$ cat src/hw/rtl/blrg_pkg.sv
// ----------------------------------------------------------------------------
// blrg_pkg
// Shared types and constants for the biquad low-pass, rectifier and gate.
// ----------------------------------------------------------------------------
package blrg_pkg;

    localparam int SAMPLE_W = 16;
    localparam int COEF_W   = 20;
    localparam int THRESH_W = 15;
    localparam int RECT_W   = 15;
    localparam int PROD_W   = COEF_W + SAMPLE_W;
    localparam int ACC_W    = PROD_W + 4;
    localparam int CFG_W    = 20;
    localparam int CFG_IDX_W = 3;
    localparam int S_DATA_W = 16;
    localparam int M_DATA_W = 32;

    localparam logic signed [ACC_W-1:0] SAT_MAX = ACC_W'(32767);
    localparam logic signed [ACC_W-1:0] SAT_MIN = -ACC_W'(32768);

    typedef logic signed [SAMPLE_W-1:0] t_sample;
    typedef logic signed [COEF_W-1:0]   t_coef;

    // Register map of the configuration port
    typedef enum logic [CFG_IDX_W-1:0] {
        REG_B0     = 3'd0,
        REG_B1     = 3'd1,
        REG_B2     = 3'd2,
        REG_A1     = 3'd3,
        REG_A2     = 3'd4,
        REG_THRESH = 3'd5
    } t_reg_idx;

    typedef struct packed {
        t_coef b0;
        t_coef b1;
        t_coef b2;
        t_coef a1;
        t_coef a2;
    } t_coefs;

    typedef struct packed {
        t_sample           filtered;
        logic [RECT_W-1:0] rectified;
    } t_filt_res;

    typedef struct packed {
        logic frame_end;
        logic gate_open;
    } t_gate_res;

endpackage

$ cat src/hw/rtl/blrg_gate.sv
// ----------------------------------------------------------------------------
// blrg_gate
// Per-frame magnitude sum and mean-versus-threshold gate decision.
// ----------------------------------------------------------------------------
module blrg_gate import blrg_pkg::*; #(
    parameter int MAX_FRAME = 4096
) (
    input  logic                i_clk,
    input  logic                i_rst_n,
    input  logic                i_en,
    input  t_sample             i_sample,
    input  logic                i_last,
    input  logic [THRESH_W-1:0] i_thresh,
    output t_gate_res           o_res
);

    localparam int CNT_W = $clog2(MAX_FRAME + 1);
    localparam int SUM_W = CNT_W + THRESH_W;
    localparam logic [CNT_W-1:0] CNT_MAX = CNT_W'(MAX_FRAME);

    logic [SUM_W-1:0]    r_sum, n_sum;
    logic [CNT_W-1:0]    r_cnt, n_cnt;
    logic [SAMPLE_W-1:0] mag;
    logic [SUM_W-1:0]    bar;
    logic                closes;

    // Magnitude of the most negative sample wraps to 0x8000, read unsigned
    assign mag    = i_sample[SAMPLE_W-1] ? SAMPLE_W'(-i_sample) : i_sample;
    assign n_sum  = r_sum + SUM_W'(mag);
    assign n_cnt  = r_cnt + CNT_W'(1);
    assign closes = i_last || (n_cnt == CNT_MAX);
    assign bar    = SUM_W'(i_thresh) * SUM_W'(n_cnt);

    assign o_res.frame_end = closes;
    assign o_res.gate_open = closes && (n_sum >= bar);

    always_ff @(posedge i_clk) begin
        if (!i_rst_n) begin
            r_sum <= '0;
            r_cnt <= '0;
        end else if (i_en) begin
            r_sum <= closes ? '0 : n_sum;
            r_cnt <= closes ? '0 : n_cnt;
        end
    end

    a_cnt_below_max : assert property (@(posedge i_clk) disable iff (!i_rst_n)
        r_cnt < CNT_MAX)
        else $error("frame count reached the frame limit without closing");

    a_close_clears : assert property (@(posedge i_clk) disable iff (!i_rst_n)
        i_en && closes |=> r_cnt == '0 && r_sum == '0)
        else $error("frame accumulator not cleared at frame end");

endmodule

$ cat config.mk
export PLATFORM = sky130hd
export DESIGN_NAME = blrg_gate
export DESIGN_NICKNAME = d
export VERILOG_FILES = /design/src/hw/rtl/blrg_pkg.sv /design/src/hw/rtl/blrg_gate.sv
export SDC_FILE = /design/constraint.sdc
export NUM_CORES = 1
export LEC_CHECK = 0
export ABC_AREA = 1
export BUFFER_PORTS_ARGS = -buffer_cell sky130_fd_sc_hd__buf_2
export CAP_MARGIN = 10
export CORE_UTILIZATION = 40
export CTS_BUF_LIST = sky130_fd_sc_hd__clkbuf_2
export DETAILED_ROUTE_END_ITERATION = 8
export MAX_ROUTING_LAYER = met4
export SYNTH_ARGS = -nofsm -noshare
export SYNTH_HDL_FRONTEND = slang
export SYNTH_SLANG_ARGS = --single-unit
$ cat constraint.sdc
create_clock -name i_clk -period 18.35 [get_ports i_clk]
set_input_delay 1.835 -clock i_clk [delete_from_list [all_inputs] [get_ports i_clk]]
set_output_delay 1.835 -clock i_clk [all_outputs]
set_load 0.005 [all_outputs]
Word-level counts from Yosys, hierarchy flattened:

Cells that the tools add are included.

* ROM bits: 0
* RAM bits: 0
* logic and storage cells: 13
* output and inout port bits: 2
* latch bits: 0
* input port bits: 35
* memories: 0
* register bits after elaboration: 41

* $lt $le $gt $ge: 1
* shifts and indexed selects: 0
* mux-type cells: 3
* reductions and logical operators: 2
* bitwise gates (word level): 0
* multiply operators: 1
* add/sub/neg operators: 3
* div/mod/pow operators: 0
* equal/unequal tests: 1

Operator list (count)
* $add 28x16->28: 1
* $ge 28x28->1: 1
* $mul 15x13->28: 1
* $mux 28: 1
* $mux 16: 1
* $neg 16->16: 1
* $add 13x1->13 const B: 1
* $eq 13x13->1 const B: 1
* $mux 13: 1
* $logic_and 1x1->1: 1
* $logic_or 1x1->1: 1

Logic depth before layout (Yosys ltp):

Gate-level depths: netlist (run 1).

* depth in word-level cells: 5
* depth in mapped cells: 38
* depth with buffers taken out: 37

Worst setup path before layout (run 1):

No wires, ideal clock.

* path type: input -> output
* start: input i_thresh[1]
* end: output o_res[0] (netlist name)
* cell stages on the path: 26
* setup slack: 9382 ps
* path buffers: 1
* data required time: 16515 ps
* arrival: 7133 ps
* cells stage by stage: clkbuf_1 -> inv_1 -> nor2_1 -> fa_1 -> fa_1 -> fa_1 -> fa_1 -> inv_1 -> fa_1 -> inv_1 -> ha_1 -> a21oi_1 -> a21boi_0 -> o21ai_0 -> a21oi_1 -> o21ai_0 -> xnor2_1 -> ha_1 -> nand2_1 -> inv_1 -> nand3_1 -> inv_1 -> nand2_1 -> o211ai_1 -> a21oi_1 -> a31oi_4

RTL lines
* start: declaration: RTL line blrg_gate.sv:13 `input logic [THRESH_W-1:0] i_thresh,`
* end: declaration: RTL line blrg_gate.sv:14 `output t_gate_res o_res`

==> results of run 1 <==
==> cell type report <==
| type | count | share of cell area [%] |
|---|---|---|
| clock inverters | 3 | 0.153 |
| multi-input cells | 1123 | 76.3 |
| clock buffers | 5 | 0.219 |
| inverters | 322 | 10.6 |
| repair buffers | 40 | 1.84 |
| well taps | 341 | 3.73 |
| flip-flops and latches | 41 | 7.18 |
==> worst max-delay path by stage <==
| stage | start | end | slack [ns] | depth (start not counted) |
|---|---|---|---|---|
| 2_1_floorplan | i_thresh[1] | o_res[0] | 9.38 | 26 |
| 3_3_place_gp | i_thresh[1] | o_res[0] | 8.78 | 27 |
| 3_5_place_dp | i_thresh[1] | o_res[0] | 8.71 | 27 |
| 4_1_cts | r_cnt[0] | o_res[0] | 8.22 | 33 |
| 5_1_grt | r_cnt[0] | o_res[0] | 7.61 | 33 |
| 6_report | r_cnt[0] | o_res[0] | 8.12 | 30 |
==> logic make-up after synthesis <==
group	synth area share [%]
AND/OR/NAND/NOR	27.2
flip-flops	7.44
buffers and inverters	13.4
AO/OA/AOI/OAI	8.59
adder cells (fa/ha/maj)	39.6
XOR/XNOR	3.73
==> cell usage in the layout, fill, tap and decap left out, types with 2 or more instances in the layout <==
cell,instances
nor3b_1,2
nand3_2,39
o21bai_1,8
nand4_1,16
xnor2_1,20
nand2_4,2
nor3_1,10
nor2_2,4
buf_2,36
nand3_1,44
nand2_1,383
nor2_1,150
a21oi_1,46
a31oi_1,5
nor2_4,3
clkinv_1,3
o21ai_0,33
a21o_1,2
fa_1,144
a211oi_1,3
inv_1,317
nand2_2,2
nand3b_1,10
buf_4,4
ha_1,119
dfxtp_1,41
clkbuf_2,5
xor2_1,27
inv_2,3
o31ai_1,2
a21oi_2,38
==> sequential cells by signal, indices dropped and copies added (netlist names) <==
signal / flops
r_cnt: 13
r_sum: 28
==> per-stage QoR <==
stage	hold WS, ns	util (%)
5_1_grt	0.505	42.3
6_report	0.485	42.3
3_5_place_dp	0.457	42.2
3_3_place_gp	0.457	42.2
4_1_cts	0.485	42.3
2_1_floorplan	0.445	-
==> metal layers <==
layer | share of wire (%) | wire (um)
met1 | 46 | 13200
met2 | 48 | 13900
met3 | 4.1 | 1180
met4 | 1.8 | 520
met5 | 0 | 0
==> where the power goes <==
part / switching, mW / total, mW / internal [mW]
sequential: 0.00243 / 0.0943 / 0.0919
combinational: 0.107 / 0.166 / 0.0585
clock: 0.0380 / 0.0469 / 0.00900
total: 0.148 / 0.307 / 0.159
==> critical path, delay by kind of cell, from the launching register on <==
kind,cells,cell delay (ns)
fa+ha+maj,7,3.28
compound gates,9,1.71
simple gates,6,0.93
xor+xnor,1,0.15
flops,1,0.78
buf+inv,7,1.05
==> results.toml, run 1 <==
[timing]
finalCritPeriodShare_pct = 55.7
rsz0062_at_grt = "no"
max_slew_margin_pct = 23.5
slew_violations = 0
clock_skew_ns = 0.0494
finalCriticalPeriod_ns = 10.23
finalHoldViolations = 0
worst_pin_slew_ns = 1.15
setup_tns_ns = 0
setup_viol = 0
worst_slack_ns = 8.12
fmax_ghz = 0.0978

[place]
routabilityCongestion = 0.910
dp_slack_ns = 8.71
dp.cells = 1867
dpl.hpwl_mm = 23.7
place_area_mm2 = 0.0114
port_buffers = 36

[global_route]
grt_remaining_overflow = 0
grt_max_degree = 44
grt_usage_pct = 22.5
grtUsageMet1_pct = 29.7
met3_usage_pct = 2.14
grt.busiest_layer = "met2"
grt_use_met2_pct = 37.6
grt_pass1_wl_mm = 48.9
antenna_found_initial = 0
grt_pass1_vias = 9486

[synth]
synthTopCellsByArea = "fa_1 (26%), ha_1 (13%), nand2_1 (13%), inv_1 (11%), dfxtp_1 (7.4%)"
ys_top_cells_by_count = "nand2_1 (383), inv_1 (318), nor2_1 (150)"
syn-cell-area_mm2 = 0.0110
ys_ff_latch = 41
synth_top_area_share_pct = 26.1
ys.flop_type = "dfxtp_1"
netlist_instances = 1533
synth_most_common_cell = "nand2_1"
yosys_warnings = 0
seq_area_frac_synth_pct = 7.44
synth-edff-count = 0
synthArstFlopShare_pct = 0
synth_nets = 1831
synth.largest_area_cell = "fa_1"
syn_area_per_cell_um2 = 7.19
synth_cell_type_count = 44

[die]
die_w_um = 168
io_pins = 37
coreArea_mm2 = 0.0270
start_util_pct = 40.8
dieArea_mm2 = 0.0282
num_rows = 60
die_h_um = 168

[power_and_ir_drop]
peakVddDrop_v = 0.0000202
leakage_nw = 5.82
p_total_uw = 307
power_density_mw_per_mm2 = 26.9

[cts]
cts_sinks = 41
insertion_delay_ns = 0.50
cts_buffer_depth = 2
clkSlewWorstSetupHoldPaths_ns = 0.25
post-cts-setup-buffers = 0
htreeDepth = 2
cts_tree = "built"
cts.repair.resized = 0
cts_hold_buf = 0
cts_made_buffers = 5
clock_tree.root_cell = "clkbuf_2"

[setup_path]
cp-start-kind = "flop"
worstPathArrival_ns = 8.39
crit_top_cell = "inv_1"
crit_fanout = 17
max_stage_delay_ns = 0.78
r2r-start = "r_cnt[0]"
path_class = "flop to output port"
reg2reg_to = "r_sum[27]"
rrSetupSlack_ns = 15.01
crit_slowest_cell = "dfxtp_1"
r2r_cells = 12
cp-end-kind = "output port"
cp.required_ns = 16.51

[layout]
area_growth_pct = 3.68
stdcell_count = 1875
seqCellArea_um2 = 821
multi_input_area_mm2 = 0.00873
diodes = 0
drive_above_1_share_pct = 9.32
fin_nets = 1831
fin_area_mm2 = 0.0114
n_fill_cell = 2805

[route]
via_per_inst = 5.10
finalWirelength_mm = 28.8
post-route-drc-count = 0
vias = 9561
ant_nets = 0
wire_per_inst_um = 15.4
dr.pass1.iters = 5
drt_iter0_drc = 591

[job]
maxCapViolations = 0

[outcome]
status = "finished, final reports clean"

[min_path]
hold_path.class = "flop to flop"
min_from = "r_cnt[12]"
min_path_cells = 2
hold_end = "r_cnt[12]"
No activity file was read; power rests on OpenSTA's default activity.
==> inputs of run 2 (changes only) <==
==> constraint.sdc (replaced) <==
create_clock -name i_clk -period 9.2 [get_ports i_clk]
set_input_delay 0.92 -clock i_clk [delete_from_list [all_inputs] [get_ports i_clk]]
set_output_delay 0.92 -clock i_clk [all_outputs]
set_load 0.005 [all_outputs]
==> run 2 against run 1 <==
Compared with the run above: routed wire length increased by 2.1%; via count decreased by 0.39%; hold slack improved by 0.0012 ns; die area unchanged; critical endpoint unchanged; largest cell class unchanged; final area increased by 0.72%; clock power increased to 2.5 times the previous value; first-iteration DRC count increased by 13%; sequential power increased by 98%; setup slack got worse by 7.5 ns; cell count increased by 0.32%; sequential share of layout area decreased by 0.051 points.
==> results.toml, run 2 (synthesized netlist as in run 1, its figures left out) <==
[setup_path]
cp-end-kind = "output port"
crit_slowest_cell = "fa_1"
worstPathArrival_ns = 7.69
crit_top_cell = "fa_1"
max_stage_delay_ns = 0.60
path_class = "flop to output port"
cp.required_ns = 8.28
reg2reg_to = "r_cnt[12]"
r2r-start = "r_cnt[3]"
cp-start-kind = "flop"
rrSetupSlack_ns = 6.41
r2r_cells = 11
crit_fanout = 9

[route]
dr.pass1.iters = 5
ant_nets = 0
drt_iter0_drc = 670
vias = 9524
finalWirelength_mm = 29.5
via_per_inst = 5.06
wire_per_inst_um = 15.7
post-route-drc-count = 0

[cts]
htreeDepth = 2
cts_buffer_depth = 2
cts_hold_buf = 0
cts_tree = "built"
cts_sinks = 41
cts_made_buffers = 5
insertion_delay_ns = 0.49
clock_tree.root_cell = "clkbuf_2"
clkSlewWorstSetupHoldPaths_ns = 0.22

[die]
num_rows = 60
io_pins = 37
dieArea_mm2 = 0.0282
start_util_pct = 40.8
coreArea_mm2 = 0.0270
die_h_um = 168
die_w_um = 168

[global_route]
grt_pass1_wl_mm = 49.5
grt_pass1_vias = 9664
grt_remaining_overflow = 0
antenna_found_initial = 0
grt.busiest_layer = "met2"
grt_usage_pct = 22.9
grt_use_met2_pct = 37.2
grtUsageMet1_pct = 31.2
met3_usage_pct = 1.95
grt_max_degree = 44

[layout]
diodes = 0
area_growth_pct = 4.42
largest_register = "r_sum"
largest_reg_flops = 28
drive_above_1_share_pct = 10.1
top_regs = "r_sum (28), r_cnt (13)"
fin_nets = 1837
final_cell_mix = "nand2_1 (382), inv_1 (315), nor2_1 (150)"
final_core_util_pct = 42.6
mostFrequentLayoutCell = "nand2_1"

[power_and_ir_drop]
power.switching_uw = 292
peakVddDrop_v = 0.0000581
power_frac_comb_pct = 52.3
p_int_uw = 347
switching_share_pct = 45.6
power_density_mw_per_mm2 = 55.5
clkPwrFrac_pct = 18.5
seq_power_share_pct = 29.2
leakage_nw = 5.85

[timing]
finalHoldViolations = 0
finalCriticalPeriod_ns = 8.61
fmax_ghz = 0.116
setup_viol = 0
rsz0062_at_grt = "no"
clock_skew_ns = 0.0308
finalCritPeriodShare_pct = 93.6
slew_violations = 0
max_slew_margin_pct = 23.6
worst_pin_slew_ns = 1.14
setup_tns_ns = 0

[place]
routabilityCongestion = 0.976
dpl.hpwl_mm = 24.5
port_buffers = 36

[min_path]
hold_path.class = "flop to flop"
hold_end = "r_cnt[12]"
min_path_cells = 2
min_from = "r_cnt[12]"

[outcome]
status = "finished, final reports clean"

[job]
maxCapViolations = 0
[run 2: cell count changes in the layout (fill, tap and decap cells not counted), moves of 2 or more]
cell     previous run  this run
buf_4               4        10
inv_1             317       315
a21oi_1            46        44
inv_2               3         5
a21oi_2            38        40
[run 2: cell type report]
class                           instances  area [um2]
Multi-Input combinational cell       1123        8740
Inverter                              322        1210
Sequential cell                        41         821
Tap cell                              341         427
Clock buffer                            6        30.0
Clock inverter                          2        33.8
Fill cell                            2805       15500
Timing Repair Buffer                   46         255
[run 2: critical path, delay by kind of cell, from the launching register on]
family	cells	cell delay, ns
AOI/OAI and AO/OA	8	1.28
DFF	1	0.43
xor gates and xnor gates	1	0.15
and+or+nand+nor	9	1.11
adders and majority gates	8	3.57
buffers and inverters	7	0.66
[run 2: power by group through the flow]
stage	registers, mW	logic (mW)	clock network, mW
CTS	0.187	0.336	0.122
global route	0.188	0.380	0.126
global placement	0.190	0.331	0
floorplan	0.189	0.247	0
detailed placement	0.190	0.334	0
finish	0.187	0.334	0.118
[run 2: metal layers]
layer | vias to the layer above | share of wire, %
met2 | 225 | 47
li1 | 4687 | -
met5 | - | 0
met4 | 0 | 1.8
met3 | 33 | 4.5
met1 | 4579 | 47
[run 2: repair_timing]
item                                   4_1_cts  5_1_grt
resized for setup                            0        7
endpoints found under the hold margin        0        0
setup endpoints to repair                    0        1
buffers inserted                             0        3
[run 2: worst max path at each step]
stage	startpoint	slack [ns]	cells after the start	endpoint
after floorplan	r_cnt[1]	1.94	32	o_res[0]
after global placement	r_cnt[1]	0.83	33	o_res[0]
after detailed placement	r_cnt[1]	0.79	33	o_res[0]
after CTS	r_cnt[1]	0.20	33	o_res[0]
after global routing	r_cnt[1]	0.009	36	o_res[0]
final	r_cnt[1]	0.59	33	o_res[0]
[run 2: stage by stage]
step / power [mW] / setup slack, ns / instance area [um2] / hold slack, ns / instances
finish: 0.639 / 0.586 / 11500 / 0.486 / 1881
CTS: 0.646 / 0.197 / 11500 / 0.490 / 1878
floorplan: 0.436 / 1.94 / 11000 / 0.445 / 1533
global route: 0.694 / 0.00937 / 11500 / 0.528 / 1881
global placement: 0.521 / 0.835 / 11400 / 0.457 / 1870
detailed placement: 0.525 / 0.789 / 11400 / 0.465 / 1870
==> inputs of run 3 (changes only) <==
--- a/config.mk
+++ b/config.mk
@@ -12,6 +12,7 @@
 export CTS_BUF_LIST = sky130_fd_sc_hd__clkbuf_2
 export DETAILED_ROUTE_END_ITERATION = 8
 export MAX_ROUTING_LAYER = met4
+export PLACE_DENSITY = 0.58
 export SYNTH_ARGS = -nofsm -noshare
 export SYNTH_HDL_FRONTEND = slang
 export SYNTH_SLANG_ARGS = --single-unit
==> run 3 against run 2 <==
Compared with the run above: cell count stayed put; non-clock buffer count stayed put; clock skew is 0.0029 ns higher; highest routed layer unchanged; hold slack better by 0.0034 ns; sequential power hardly changed; clock-buffer cell count stayed put; largest power group unchanged; global-route usage is 0.48 points lower; flip-flop and latch count stayed put.
==> results.toml, run 3 (synthesized netlist as in run 1, its figures left out) <==
[outcome]
status = "finished, final reports clean"

[cts]
clock_tree.root_cell = "clkbuf_2"
cts_sinks = 41
cts_made_buffers = 5
clkSlewWorstSetupHoldPaths_ns = 0.23
cts_buffer_depth = 2
insertion_delay_ns = 0.51
htreeDepth = 2
cts_tree = "built"

[layout]
diodes = 0
largest_reg_flops = 28
top_regs = "r_sum (28), r_cnt (13)"
drive_above_1_share_pct = 10.7
n_fill_cell = 2848
largest_register = "r_sum"
mostFrequentLayoutCell = "nand2_1"
final_cell_mix = "nand2_1 (382), inv_1 (313), nor2_1 (148)"
fin_nets = 1837
area_growth_pct = 4.45
stdcell_count = 1881

[route]
drt_iter0_drc = 685
via_per_inst = 5.05
post-route-drc-count = 0
finalWirelength_mm = 29.4
ant_nets = 0
vias = 9505
wire_per_inst_um = 15.6
dr.pass1.iters = 5

[die]
io_pins = 37
dieArea_mm2 = 0.0282
die_w_um = 168
coreArea_mm2 = 0.0270
start_util_pct = 40.8
num_rows = 60
die_h_um = 168

[min_path]
min_path_cells = 2
hold_path.class = "flop to flop"
min_from = "r_cnt[12]"

[timing]
finalHoldViolations = 0
fmax_ghz = 0.115
setup_viol = 0
whs_ns = 0.490
slew_violations = 0
worst_pin_slew_ns = 1.13
clock_skew_ns = 0.0336
max_slew_margin_pct = 24.4
finalCriticalPeriod_ns = 8.70
setup_tns_ns = 0
finalCritPeriodShare_pct = 94.6

[setup_path]
cp.depth = 31
r2r_cells = 11
cp-start-kind = "flop"
crit_fanout = 11
cp.required_ns = 8.28
worstPathArrival_ns = 7.78
cp_num_buf_inv = 6
crit_slowest_cell = "fa_1"
r2r-start = "r_cnt[0]"
max_stage_delay_ns = 0.55
critPathLaunch = "r_cnt[0]"
crit_family = "adder cells"
cp-end-kind = "output port"
crit_top_cell = "nand2_1"
path_class = "flop to output port"

[place]
routabilityCongestion = 0.966
dpl.hpwl_mm = 24.7
dp.cells = 1868
port_buffers = 36

[global_route]
grt_pass1_vias = 9269
grt_max_degree = 44
grt_usage_pct = 22.4
grt_pass1_wl_mm = 48.3
antenna_found_initial = 0
grt_remaining_overflow = 0

[job]
maxCapViolations = 0

[power_and_ir_drop]
peakVddDrop_v = 0.0000393
leakage_nw = 5.82
power_density_mw_per_mm2 = 54.1
run 3: changes by cell type in the layout (fill, tap and decap cells not counted), moves of 2 or more:
cell	delta
clkinvlp_4	+5
dfxtp_1	-3
clkinv_1	-2
dfxtp_2	+2
inv_1	-2
nor2_1	-2
nor2_2	+2
run 3: path summary, 6_finish.rpt:
kind | to | slack [ns]
max | o_res[0] | 0.50
max reg2reg | r_sum[27] | 6.27
min | r_cnt[12] | 0.49
min reg2reg | r_cnt[12] | 0.49
run 3: worst min-delay path: stages, from the launching register on:
cell and delay [ns]:
dfxtp_1 0.36, nand2_1 0.06, a21oi_1 0.06
run 3: timing repair:
action | 4_1_cts | 5_1_grt
gates resized for setup | 0 | 17
hold buffers | 0 | 0
setup buffers | 0 | 5
endpoints found under the setup margin | 0 | 1
run 3: power by group:
part | total (mW) | leakage, nW | switching (mW) | internal (mW)
Combinational | 0.337 | 5.46 | 0.219 | 0.118
Clock | 0.0979 | 0.0252 | 0.0784 | 0.0194
Sequential | 0.188 | 0.334 | 0.00427 | 0.183
run 3: area by class of cell:
cell class / instances / area [um2] / share of cell area [%]
Tap cell: 341 / 427 / 3.70
Inverter: 322 / 1220 / 10.6
Clock buffer: 6 / 30.0 / 0.261
Timing Repair Buffer: 46 / 255 / 2.22
Sequential cell: 41 / 827 / 7.18
Clock inverter: 2 / 15.0 / 0.130
Multi-Input combinational cell: 1123 / 8740 / 75.9
run 3: stage by stage:
stage | setup WS [ns] | utilization (%) | power (mW) | area, um2
after floorplan | 1.94 | - | 0.436 | 11000
final | 0.496 | 42.6 | 0.623 | 11500
after detailed placement | 0.678 | 42.2 | 0.527 | 11400
after global routing | -0.000989 | 42.6 | 0.676 | 11500
after global placement | 0.836 | 42.2 | 0.521 | 11400
after CTS | 0.0715 | 42.3 | 0.629 | 11400
run 3: routing by layer:
metal | track usage, % | routed length (um) | vias up
met5 | - | 0 | -
li1 | - | - | 4684
met3 | 3.17 | 1680 | 31
met1 | 29.8 | 13600 | 4556
met4 | 4.23 | 483 | 0
met2 | 36.5 | 13600 | 234
